## config.mk

```make
export PLATFORM = sky130hd
export DESIGN_NAME = wav_pcm_header_parser_core
export DESIGN_NICKNAME = d
export VERILOG_FILES = /design/src/design/wpp_pkg.sv /design/src/design/wpp_ctrl.sv /design/src/design/wpp_dp.sv /design/src/design/wav_pcm_header_parser_core.sv
export SDC_FILE = /design/constraint.sdc
export NUM_CORES = 2
export LEC_CHECK = 0
export BUFFER_PORTS_ARGS = -buffer_cell sky130_fd_sc_hd__buf_2
export CAP_MARGIN = 20
export CORE_MARGIN = 5
export CORE_UTILIZATION = 35
export CTS_CLUSTER_DIAMETER = 120
export DETAILED_ROUTE_END_ITERATION = 6
export PLACE_DENSITY_LB_ADDON = 0.12
export RECOVER_POWER = 50
export SETUP_SLACK_MARGIN = 0.1
export SLEW_MARGIN = 25
export SYNTH_ARGS = -nofsm -noshare
export SYNTH_HDL_FRONTEND = slang
export SYNTH_SLANG_ARGS = --single-unit
```

## constraint.sdc

```tcl
create_clock -name i_clk -period 4.9 [get_ports i_clk]
set_input_delay 0 -clock i_clk [delete_from_list [all_inputs] [get_ports i_clk]]
set_output_delay 0 -clock i_clk [all_outputs]
set_load 0.1 [all_outputs]
```

## src/design/wpp_pkg.sv

```systemverilog
// shared types and constants for the wav pcm header parser
package wpp_pkg;

    localparam logic [31:0] TAG_FMT  = 32'h2074_6d66;
    localparam logic [31:0] TAG_DATA = 32'h6174_6164;
    localparam logic [15:0] FMT_PCM  = 16'h0001;
    localparam logic [15:0] FMT_EXT  = 16'hfffe;
    localparam logic [31:0] EXT_MIN_LEN = 32'd40;
    localparam logic [15:0] EXT_MIN_CB  = 16'd22;
    localparam logic [31:0] GUID_START  = 32'd24;
    localparam int DIV_STEPS = 32;

    localparam logic [2:0] ST_OK        = 3'd0;
    localparam logic [2:0] ST_MAGIC     = 3'd1;
    localparam logic [2:0] ST_TRUNC     = 3'd2;
    localparam logic [2:0] ST_UNSUP     = 3'd3;
    localparam logic [2:0] ST_MISSING   = 3'd4;

    localparam logic [2:0] PH_RIFF = 3'd0;
    localparam logic [2:0] PH_CHDR = 3'd1;
    localparam logic [2:0] PH_BODY = 3'd2;
    localparam logic [2:0] PH_PAD  = 3'd3;
    localparam logic [2:0] PH_HALT = 3'd4;

    // controller to datapath
    typedef struct packed {
        logic take;      // consume one byte
        logic fin;       // after the last byte, capture status precheck and start division
        logic div_step;  // one restoring division step
        logic clear;     // result delivered, back to reset state
    } t_cmd;

    // datapath to controller
    typedef struct packed {
        logic div_needed;
    } t_sts;

    function automatic logic [7:0] magic_byte(input logic [3:0] p);
        case (p)
            4'd0: magic_byte = 8'h52;
            4'd1: magic_byte = 8'h49;
            4'd2: magic_byte = 8'h46;
            4'd3: magic_byte = 8'h46;
            4'd8: magic_byte = 8'h57;
            4'd9: magic_byte = 8'h41;
            4'd10: magic_byte = 8'h56;
            4'd11: magic_byte = 8'h45;
            default: magic_byte = 8'h00;
        endcase
    endfunction

    function automatic logic [7:0] guid_byte(input logic [3:0] i);
        case (i)
            4'd0: guid_byte = 8'h01;
            4'd6: guid_byte = 8'h10;
            4'd8: guid_byte = 8'h80;
            4'd11: guid_byte = 8'haa;
            4'd13: guid_byte = 8'h38;
            4'd14: guid_byte = 8'h9b;
            4'd15: guid_byte = 8'h71;
            default: guid_byte = 8'h00;
        endcase
    endfunction

endpackage

```

## src/design/wpp_ctrl.sv

```systemverilog
// controller: accept, finish, divide, deliver
module wpp_ctrl (
    input  logic           i_clk,
    input  logic           i_rst_n,
    input  logic           i_in_valid,
    input  logic           i_in_last,
    output logic           o_in_ready,
    output logic           o_out_valid,
    input  logic           i_out_ready,
    input  wpp_pkg::t_sts  i_sts,
    output wpp_pkg::t_cmd  o_cmd
);
    import wpp_pkg::*;

    typedef enum logic [3:0] {
        S_RUN  = 4'b0001,
        S_FIN  = 4'b0010,
        S_DIV  = 4'b0100,
        S_OUT  = 4'b1000
    } t_state;

    t_state r_state, n_state;
    logic [5:0] r_cnt, n_cnt;
    logic       acc;

    assign o_in_ready  = (r_state == S_RUN);
    assign o_out_valid = (r_state == S_OUT);
    assign acc = i_in_valid && o_in_ready;

    always_comb begin
        n_state = r_state;
        n_cnt = r_cnt;
        o_cmd = '0;
        unique case (r_state)
            S_RUN: begin
                o_cmd.take = acc;
                if (acc && i_in_last) n_state = S_FIN;
            end
            S_FIN: begin
                o_cmd.fin = 1'b1;
                n_cnt = '0;
                n_state = S_DIV;
            end
            S_DIV: begin
                if (!i_sts.div_needed || r_cnt == 6'(DIV_STEPS)) begin
                    n_state = S_OUT;
                end else begin
                    o_cmd.div_step = 1'b1;
                    n_cnt = r_cnt + 6'd1;
                end
            end
            S_OUT: begin
                if (i_out_ready) begin
                    o_cmd.clear = 1'b1;
                    n_state = S_RUN;
                end
            end
            default: n_state = S_RUN;
        endcase
    end

    always_ff @(posedge i_clk) begin
        if (!i_rst_n) begin
            r_state <= S_RUN;
            r_cnt <= '0;
        end else begin
            r_state <= n_state;
            r_cnt <= n_cnt;
        end
    end
endmodule

```

## src/design/wpp_dp.sv

```systemverilog
// datapath: chunk walker, fmt capture, final checks and modulo unit
module wpp_dp (
    input  logic           i_clk,
    input  logic           i_rst_n,
    input  logic [7:0]     i_byte,
    input  logic           i_last,
    input  wpp_pkg::t_cmd  i_cmd,
    output wpp_pkg::t_sts  o_sts,
    output logic [2:0]     o_status,
    output logic [15:0]    o_ch,
    output logic [31:0]    o_rate,
    output logic [15:0]    o_bits,
    output logic [15:0]    o_ba,
    output logic [31:0]    o_doff,
    output logic [31:0]    o_dlen
);
    import wpp_pkg::*;

    logic [31:0] r_pos, r_tag, r_len, r_rem;
    logic [2:0]  r_ph, r_err;
    logic [63:0] r_s0, r_s1;
    logic        r_guid, r_have;
    logic [47:0] r_af0;
    logic [31:0] r_af1;
    logic [31:0] r_doff, r_dlen;
    // final check registers
    logic [2:0]  r_st;
    logic [31:0] r_rm;
    logic [31:0] r_q;

    logic [31:0] n_pos, n_tag, n_len, n_rem;
    logic [2:0]  n_ph, n_err;
    logic [63:0] n_s0, n_s1;
    logic        n_guid, n_have;
    logic [47:0] n_af0;
    logic [31:0] n_af1;
    logic [31:0] n_doff, n_dlen;

    logic [31:0] off, nr;
    logic [2:0]  k;
    logic [2:0]  s1_idx;
    logic        endb;
    logic [15:0] ftag, cb;

    always_comb begin
        n_pos = r_pos; n_tag = r_tag; n_len = r_len; n_rem = r_rem;
        n_ph = r_ph; n_err = r_err; n_s0 = r_s0; n_s1 = r_s1;
        n_guid = r_guid; n_have = r_have; n_af0 = r_af0; n_af1 = r_af1;
        n_doff = r_doff; n_dlen = r_dlen;
        endb = 1'b0;
        k = r_rem[2:0];
        off = r_len - r_rem;
        s1_idx = 3'(off - 32'd12);
        nr = r_rem - 32'd1;
        if (r_err == ST_OK) begin
            unique case (r_ph)
                PH_RIFF: begin
                    if ((r_pos < 32'd4 || r_pos >= 32'd8) && r_pos < 32'd12 &&
                        i_byte != magic_byte(r_pos[3:0])) begin
                        n_err = ST_MAGIC; n_ph = PH_HALT;
                    end else if (r_pos >= 32'd11) begin
                        n_ph = PH_CHDR; n_rem = '0; n_tag = '0; n_len = '0;
                    end
                end
                PH_CHDR: begin
                    if (!k[2]) n_tag[8*k[1:0] +: 8] = i_byte;
                    else       n_len[8*k[1:0] +: 8] = i_byte;
                    n_rem = {29'd0, k} + 32'd1;
                    if (k == 3'd7) begin
                        if (n_tag == TAG_FMT) begin
                            n_s0 = '0; n_s1 = '0; n_guid = 1'b1;
                        end else if (n_tag == TAG_DATA) begin
                            n_doff = r_pos + 32'd1; n_dlen = n_len;
                        end
                        n_rem = n_len;
                        if (n_len == 32'd0) endb = 1'b1;
                        else n_ph = PH_BODY;
                    end
                end
                PH_BODY: begin
                    if (r_tag == TAG_FMT) begin
                        if (off < 32'd8) n_s0[8*off[2:0] +: 8] = i_byte;
                        else if (off >= 32'd12 && off < 32'd18)
                            n_s1[8*s1_idx +: 8] = i_byte;
                        else if (off >= GUID_START && off < 32'd40 &&
                                 i_byte != guid_byte(4'(off - GUID_START)))
                            n_guid = 1'b0;
                    end
                    n_rem = nr;
                    if (nr == 32'd0) endb = 1'b1;
                end
                PH_PAD: begin
                    n_ph = PH_CHDR; n_rem = '0; n_tag = '0; n_len = '0;
                end
                default: ;
            endcase
            // format fields include the byte taken this cycle
            ftag = n_s0[15:0];
            cb = n_s1[47:32];
            if (endb) begin
                // tag and length here are the current chunk's, after header update
                if (n_tag == TAG_FMT && (n_len < 32'd16 || !(ftag == FMT_PCM ||
                    (ftag == FMT_EXT && n_len >= EXT_MIN_LEN && cb >= EXT_MIN_CB &&
                     n_guid)))) begin
                    n_err = ST_UNSUP; n_ph = PH_HALT;
                end else begin
                    if (n_tag == TAG_FMT) begin
                        n_af0 = n_s0[63:16]; n_af1 = n_s1[31:0]; n_have = 1'b1;
                    end
                    if (n_len[0]) n_ph = PH_PAD;
                    else begin
                        n_ph = PH_CHDR; n_rem = '0; n_tag = '0; n_len = '0;
                    end
                end
            end
            if (n_err == ST_OK && r_pos == 32'hffff_ffff && !i_last) begin
                n_err = ST_TRUNC; n_ph = PH_HALT;
            end
        end else begin
            ftag = n_s0[15:0];
            cb = n_s1[47:32];
        end
        n_pos = r_pos + 32'd1;
    end

    logic [15:0] ch, bits, ba;
    logic [31:0] rate;
    logic [17:0] expct;
    logic [2:0]  pre;
    logic [32:0] trial;
    assign ch = r_af0[15:0];
    assign rate = r_af0[47:16];
    assign ba = r_af1[15:0];
    assign bits = r_af1[31:16];
    assign expct = (bits == 16'd24) ? ({2'd0, ch} + {1'b0, ch, 1'b0}) : {1'b0, ch, 1'b0};
    assign trial = {r_rm, r_q[31]} - {17'd0, ba};

    always_comb begin
        pre = r_err;
        if (pre == ST_OK && r_ph == PH_RIFF) pre = ST_MAGIC;
        else if (pre == ST_OK && r_ph == PH_BODY) pre = ST_TRUNC;
        if (pre == ST_OK && (!r_have || r_dlen == 32'd0)) pre = ST_MISSING;
        if (pre == ST_OK && (ch == 16'd0 || rate == 32'd0 ||
            (bits != 16'd16 && bits != 16'd24) || ba == 16'd0 ||
            {2'd0, ba} != expct)) pre = ST_UNSUP;
    end

    assign o_sts.div_needed = (r_st == ST_OK);
    assign o_status = (r_st == ST_OK && r_rm != 32'd0) ? ST_UNSUP : r_st;
    assign o_ch   = (o_status == ST_OK) ? ch : '0;
    assign o_rate = (o_status == ST_OK) ? rate : '0;
    assign o_bits = (o_status == ST_OK) ? bits : '0;
    assign o_ba   = (o_status == ST_OK) ? ba : '0;
    assign o_doff = (o_status == ST_OK) ? r_doff : '0;
    assign o_dlen = (o_status == ST_OK) ? r_dlen : '0;

    always_ff @(posedge i_clk) begin
        if (i_cmd.fin) begin
            r_st <= pre; r_rm <= '0; r_q <= r_dlen;
        end else if (i_cmd.div_step) begin
            r_q <= {r_q[30:0], 1'b0};
            if (!trial[32]) r_rm <= trial[31:0];
            else r_rm <= {r_rm[30:0], r_q[31]};
        end
    end

    always_ff @(posedge i_clk) begin
        if (!i_rst_n || i_cmd.clear) begin
            r_pos <= '0; r_tag <= '0; r_len <= '0; r_rem <= '0;
            r_ph <= PH_RIFF; r_err <= ST_OK; r_s0 <= '0; r_s1 <= '0;
            r_guid <= 1'b1; r_have <= 1'b0; r_af0 <= '0; r_af1 <= '0;
            r_doff <= '0; r_dlen <= '0;
        end else if (i_cmd.take) begin
            r_pos <= n_pos; r_tag <= n_tag; r_len <= n_len; r_rem <= n_rem;
            r_ph <= n_ph; r_err <= n_err; r_s0 <= n_s0; r_s1 <= n_s1;
            r_guid <= n_guid; r_have <= n_have; r_af0 <= n_af0; r_af1 <= n_af1;
            r_doff <= n_doff; r_dlen <= n_dlen;
        end
    end
endmodule

```

## src/design/wav_pcm_header_parser_core.sv

```systemverilog
// top level of the wav pcm header parser
//
// input stream: one file byte per transaction on s_axis_tdata, s_axis_tlast
// marks the final byte of the file. bytes are taken at one per cycle while
// the file streams in; the chunk walker updates all state as each byte is
// taken. after the last byte the block stops accepting: a finish state forms
// the status, then a restoring divider checks data length modulo block align,
// one bit per cycle (skipped when the status is already an error). the result
// transaction then sits on m_axis until taken, and the next file starts the
// cycle after the result is taken.
// output tdata carries status and the format fields; all fields but status
// are zero unless status is ok.
// reset (synchronous, active low) returns the parser to the riff header phase
// with no result pending. a stalled receiver simply holds the result and
// the input side stays blocked.
module wav_pcm_header_parser_core (
    input  logic         i_clk,
    input  logic         i_rst_n,
    input  logic         s_axis_tvalid,
    output logic         s_axis_tready,
    input  logic [7:0]   s_axis_tdata,   // file_byte
    input  logic         s_axis_tlast,   // last_byte
    output logic         m_axis_tvalid,
    input  logic         m_axis_tready,
    // status[2:0], channel_count[18:3], sample_rate_hz[50:19], sample_bits[66:51],
    // frame_bytes[82:67], data_offset[114:83], data_length[146:115], zero pad to 152
    output logic [151:0] m_axis_tdata
);
    import wpp_pkg::*;

    t_cmd cmd;
    t_sts sts;
    logic [2:0]  status;
    logic [15:0] ch, bits, ba;
    logic [31:0] rate, doff, dlen;

    // controller owns handshakes and sequencing
    wpp_ctrl u_ctrl (
        .i_clk(i_clk), .i_rst_n(i_rst_n),
        .i_in_valid(s_axis_tvalid), .i_in_last(s_axis_tlast),
        .o_in_ready(s_axis_tready), .o_out_valid(m_axis_tvalid),
        .i_out_ready(m_axis_tready), .i_sts(sts), .o_cmd(cmd)
    );

    // datapath holds parser state and the modulo unit
    wpp_dp u_dp (
        .i_clk(i_clk), .i_rst_n(i_rst_n),
        .i_byte(s_axis_tdata), .i_last(s_axis_tlast),
        .i_cmd(cmd), .o_sts(sts),
        .o_status(status), .o_ch(ch), .o_rate(rate), .o_bits(bits),
        .o_ba(ba), .o_doff(doff), .o_dlen(dlen)
    );

    assign m_axis_tdata = {5'd0, dlen, doff, ba, bits, rate, ch, status};
endmodule

```

Word-level counts from Yosys, hierarchy flattened:

Memories as Yosys holds them, arrays and structs flattened. A register that Yosys moved wholly into a read port is not among the register bits.
Cells that the tools add are included.

* output and inout port bits: 154
* register bits after elaboration: 485
* bits in read-only memories: 96
* memories: 1

* shift-type cells: 6
* reductions and logical operators: 59
* mux-type cells: 108
* $add $sub $neg: 12
* bitwise logic cells: 2
* eq/ne operators: 41
* order comparisons: 12

Memory list
* (name not given): depth 16, bits a word 6, read ports 1, clocked after memory_dff 1, wr ports 0, line wpp_pkg.sv:39 `case (p)`

Operators with widths (count)
* $mux W32: 30
* $mux W64: 11
* $pmux W64 S2: 2
* $pmux W32 S3: 2
* $bwmux W64: 2
* $logic_not A32 Y1: 4
* $pmux W32 S4: 1
* $shift A8 B34 Y64 const A: 2
* $shiftx A8 B34 Y64: 2
* $eq A32 B30 Y1 const B: 3
* $ge A32 B4 Y1 const B: 3
* $neg A6 Y34: 2
* $bwmux W32: 2
* $lt A32 B4 Y1 const B: 2
* $lt A32 B5 Y1 const B: 2
* $mux W8: 7
* $pmux W8 S7: 1
* $mux W3: 17
* $mux W16: 3
* $neg A5 Y34: 1
* $shift A8 B34 Y32 const A: 1
* $shiftx A8 B34 Y32: 1
* $sub A33 B16 Y33: 1
* $add A32 B1 Y32 const B: 1
* other kinds (59): 137

Longest topological paths before layout:

* depth in word-level cells: 30
* gate-level depth with buffers: 21

Modules after synthesis:

From an unflattened synthesis, not the netlist that was laid out.

* cell total of the unflattened synthesis: 3885
* area total of the unflattened synthesis: 29813.6 um^2

By module, submodules not included
* wpp_dp: instances 1, cells an instance 3811, area each 29171.7 um^2
* wpp_ctrl: instances 1, cells an instance 68, area each 600.6 um^2
* wav_pcm_header_parser_core: instances 1, cells an instance 6, area each 41.3 um^2

Worst setup path before layout:

OpenSTA, ideal clock, no wires.

* path kind: register to register
* start: reg u_ctrl.r_state[1]
* end: reg u_dp.r_dlen[0]
* data required time: 4.772 ns
* library setup time: 0.128 ns
* setup slack: -1.276 ns
* stages on the path, launching flop included: 14
* buffers on the path: 4
* arrival time: 6.048 ns
* cells stage by stage: dfxtp_1 nor4b_1 nand2_1 or2_2 clkbuf_1 nor2_1 nand2_1 nor4_1 nand3_1 clkbuf_1 clkbuf_1 clkbuf_1 a21oi_1 nor2_1

* cells in the longest elaborated chain, start to end: 4

Ends and longest elaborated chain
* start: declaration: line wpp_ctrl.sv:22 `t_state r_state, n_state;`
* start signal: assignment: line wpp_ctrl.sv:67 `r_state <= n_state;`
* $eq A4 B1 Y1 (*): line wpp_ctrl.sv:26 `assign o_in_ready = (r_state == S_RUN);`
* named net s_axis_tready: line wav_pcm_header_parser_core.sv:20 `output logic s_axis_tready,`
* $logic_and A1 B1 Y1: line wpp_ctrl.sv:28 `assign acc = i_in_valid && o_in_ready;`
* $mux W1 (*): line wpp_ctrl.sv:34 `unique case (r_state)`
* $reduce_and A6 Y1 (no line) (*)
* end signal: assignment: line wpp_dp.sv:177 `r_doff <= n_doff; r_dlen <= n_dlen;`
* end: declaration: line wpp_dp.sv:25 `logic [31:0] r_doff, r_dlen;`

The timed path passes the listed nets; every way through them passes the cells marked *.
A chain may end at the register's enable or synchronous reset.

Final worst setup path:

* start: reg u_dp.r_rem[1]
* end: reg u_dp.r_len[12]

* cells in the longest elaborated chain, start to end: 24

Ends and longest elaborated chain
* start: declaration: line wpp_dp.sv:19 `logic [31:0] r_pos, r_tag, r_len, r_rem;`
* start signal: assignment: line wpp_dp.sv:174 `r_pos <= n_pos; r_tag <= n_tag; r_len <= n_len; r_rem <= n_rem;`
* parallel branches: the longest is 23 deep, another holds $neg A6 Y34
* $mux W32 (*): line wpp_dp.sv:100 `if (endb) begin`
* end signal: assignment: line wpp_dp.sv:174
* end: declaration: line wpp_dp.sv:19

Mark *: on every way between the ends. The select of a mux whose other input is x is not followed.

==> metrics.txt <==
Max Fclk around 190 MHz; All-Layer GR Usage a little under a quarter; final hold violations 0; largest net degree at the start of global routing between 100 and 150; syn_area_per_cell between 7 and 8 um2; Ant. Diodes 0; Root Driver clkbuf_16; Slowest-stage cell, CP or4bb_1; Setup crit start kind register; met2 Usage GRT between 30% and 40%; area delta synth->final 26.6%; data arrival time of the critical path about 5.6 ns; pwr dens 298 nW/um2; io pins 167; Slew Limit Headroom -52.9%; CP Data Required Time 5.41 ns; met3 Use GR 2.62%; Die Ht between 200 and 300 um; Worst path max stage delay 0.49 ns; Filler cells 8,185; grt total ovfl 0; Post-synth ARST share 0%; Worst Skew ~0.037 ns; crit path capture type register; vias approximately 29k; clock-pin slew on the worst setup and hold paths about 0.060 ns; IO buf count about 160; Initial Utilization about a third; clock period minus worst slack about 5.1 ns; Post-route DRC 0; Final Cycle Share 105%; Die W approximately 290 um; post-DR vias/cell between 5 and 6; most frequent cell on the critical path buf_4; DP HPWL between 70,000 and 80,000 um; post-route ant nets 0; final core utilization between 40% and 50%; Peak VDD IR 0.241 mV; CTS buffer count 57; Post-synth EDFFs 35; TritonCTS Sinks roughly 470; H-tree depth 2; failing checks capacitance limit, slew limit, setup timing; Mapped Cells between 3k and 4k; HP Class in2reg; most common flop cell mapped by yosys dfxtp_1; RSZ-0062 raised after global routing yes; yosys warns 0; Slew Limit Fails between 200 and 250; drt pass-1 iters 6; cell chain of the critical path inv_2 -> ha_1 -> nor2b_2 -> o31a_1 -> o211ai_1 -> o211ai_1 -> buf_4 -> or4bb_1 -> o311a_1 -> nand4bb_4 -> buf_4 -> or3_4 -> nor3_4 -> buf_6 -> nand2_1 -> a22oi_2 -> and4_4 -> buf_4 -> a311oi_2 -> buf_4 -> o21ai_4 -> buf_8 -> clkbuf_16 -> nor2_1; worst r2r src u_dp.r_rem[1]; CTS tree yes; Seq/Total Area, Yosys 34.9%; Top Usage Layer GRT met2; Post-Route WL between 100,000 and 150,000 um; antenna violations before repair 1; die area between 80,000 and 90,000 um2; area of the core 80,300 um2; Final setup viols roughly 150; setup slack after layout -0.229 ns; global-route wire length before repair between 150,000 and 200,000 um; status finished, violations left; Yosys reg bits between 400 and 500; Max clock buf depth 3; Static Leak between 10 and 15 nW; hold depth 4; Distinct cells, synth between 90 and 100; crit path kind reg2reg; nets@finish roughly 4.1k; worst reg2reg path depth 24; Critical Path Start u_dp.r_rem[1]; routed len/inst 20.6 um; crit path max fanout 8; FP Rows about 100; vias in the first global route ~27k; MaxCap Viol Count 6; Hold Path Origin s_axis_tdata[0]; Slew @ Worst Pin roughly 2.3 ns; Hold WS 0.0494 ns; Worst-Skew Late Latency about 0.63 ns; number of DRC markers in iteration 0 2,386; RePlAce Congestion approximately 0.95; Synth Cell Area approximately 28,000 um2; layout cells sized above 1 19.6%; met1 Use GR approximately a third
through the flow:
stage | worst slack [ns] | instances | area, um2 | TNS, ns | total power, mW
2_1_floorplan | 0.0474 | 3658 | 28300 | 0 | 5.26
3_5_place_dp | -0.291 | 4977 | 32200 | -39.36 | 5.86
5_1_grt | -0.364 | 5140 | 35700 | -56.54 | 11.1
4_1_cts | -0.136 | 5099 | 34600 | -13.33 | 10.6
6_report | -0.229 | 5140 | 35700 | -24.46 | 10.6
3_3_place_gp | -0.225 | 4977 | 32200 | -28.00 | 5.86
worst max-delay path, delay by kind of cell, from the launching register on:
| kind | cells | cell delay [ns] |
|---|---|---|
| simple gates | 8 | 1.89 |
| compound gates | 7 | 1.22 |
| buf+inv | 8 | 1.22 |
| flops | 1 | 0.34 |
| fa+ha+maj | 1 | 0.30 |
cell usage after synthesis, drive strengths merged, types with 21 or more instances:
cell type / number / area share (%)
nand3: 94 / 1.7
a21oi: 279 / 4.9
or3: 31 / 0.69
xnor2: 98 / 3.0
inv: 110 / 1.5
mux2i: 42 / 1.5
o21ai: 212 / 3.8
and3: 56 / 1.2
nor2b: 26 / 0.58
a211oi: 38 / 1.0
clkbuf: 210 / 2.8
a21o: 21 / 0.56
nand2b: 25 / 0.55
nand2: 411 / 5.5
buf: 39 / 0.88
and2: 143 / 3.2
nor3: 110 / 2.0
nor4: 77 / 1.8
xor2: 55 / 1.7
ha: 84 / 3.7
edfxtp: 35 / 3.7
dfxtp: 439 / 31
nor2: 444 / 5.9
a22oi: 137 / 3.6
a31oi: 28 / 0.64
o2bb2ai: 80 / 2.6
nand4: 43 / 1.0
registers in the layout, summed over array words and instances (netlist names), named ones only:
register and count:
u_ctrl.r_cnt 6, u_ctrl.r_state 4, u_dp.r_af0 48, u_dp.r_af1 32, u_dp.r_dlen 32, u_dp.r_doff 32, u_dp.r_err 3, u_dp.r_guid 1
u_dp.r_have 1, u_dp.r_len 32, u_dp.r_ph 3, u_dp.r_pos 32, u_dp.r_q 32, u_dp.r_rem 32, u_dp.r_rm 32, u_dp.r_s0 64
u_dp.r_s1 47, u_dp.r_st 3, u_dp.r_tag 32
layer usage:
metal | vias to the layer above | part of all wire, %
li1 | 13800 | -
met1 | 13700 | 46
met2 | 860 | 46
met3 | 198 | 5.3
met4 | 0 | 3.3
met5 | - | 0
cell type report:
type / count / area [um2] / area share [%]
clock inverters: 26 / 400 / 1.12
multi-input cells: 2824 / 17800 / 49.9
repair buffers: 564 / 4230 / 11.8
well taps: 1060 / 1330 / 3.71
inverters: 112 / 420 / 1.18
clock buffers: 80 / 1660 / 4.66
flip-flops and latches: 474 / 9850 / 27.6
where the power goes:
group	leakage, nW	internal, mW	switching, mW
Clock	0.995	2.84	1.78
Sequential	3.86	3.98	0.0530
Combinational	9.19	0.772	1.20
Total	14.0	7.60	3.04
timing repair:
item	CTS	global route
cloned	3	16
setup buffers	9	26
hold endpoints to repair	13	0
hold buffers	4	0
pin swaps	41	47
endpoints found under the setup margin	198	221
gates resized for setup	39	154
logic make-up after synthesis:
kind of cell,count (synthesis),share of synthesized area (%)
simple gates,1548,26.6
compound gates,985,23.1
flops,474,34.9
buf+inv,361,5.17
xor+xnor,153,4.75
fa+ha+maj,88,3.97
mux,44,1.57
other cells,1,0.0133
cell usage in the layout (no fill, tap or decap), types with 15 or more instances in the layout:
cell,instances
a211oi_1,31
a21o_1,21
a21oi_1,264
a22o_1,18
a22oi_1,118
a22oi_2,19
a31oi_1,19
a32oi_1,17
and2_1,141
and3_1,53
buf_2,117
buf_4,342
buf_6,16
clkbuf_1,53
clkbuf_16,68
dfxtp_1,435
edfxtp_1,35
ha_1,78
inv_1,106
mux2i_1,42
nand2_1,408
nand2b_1,24
nand3_1,88
nand4_1,42
nor2_1,437
nor2b_1,24
nor3_1,103
nor4_1,68
o211ai_1,15
o21ai_0,194
o2bb2ai_1,63
o2bb2ai_2,17
or2_2,18
or3_1,28
xnor2_1,98
xor2_1,55
final timing paths:
check,endpoint,slack [ns]
max reg2reg,u_dp.r_len[12],-0.23
max,u_dp.r_len[12],-0.23
min,u_dp.r_tag[8],0.05
min reg2reg,u_dp.r_s0[47],0.45
No activity file was read; power rests on OpenSTA's default activity.
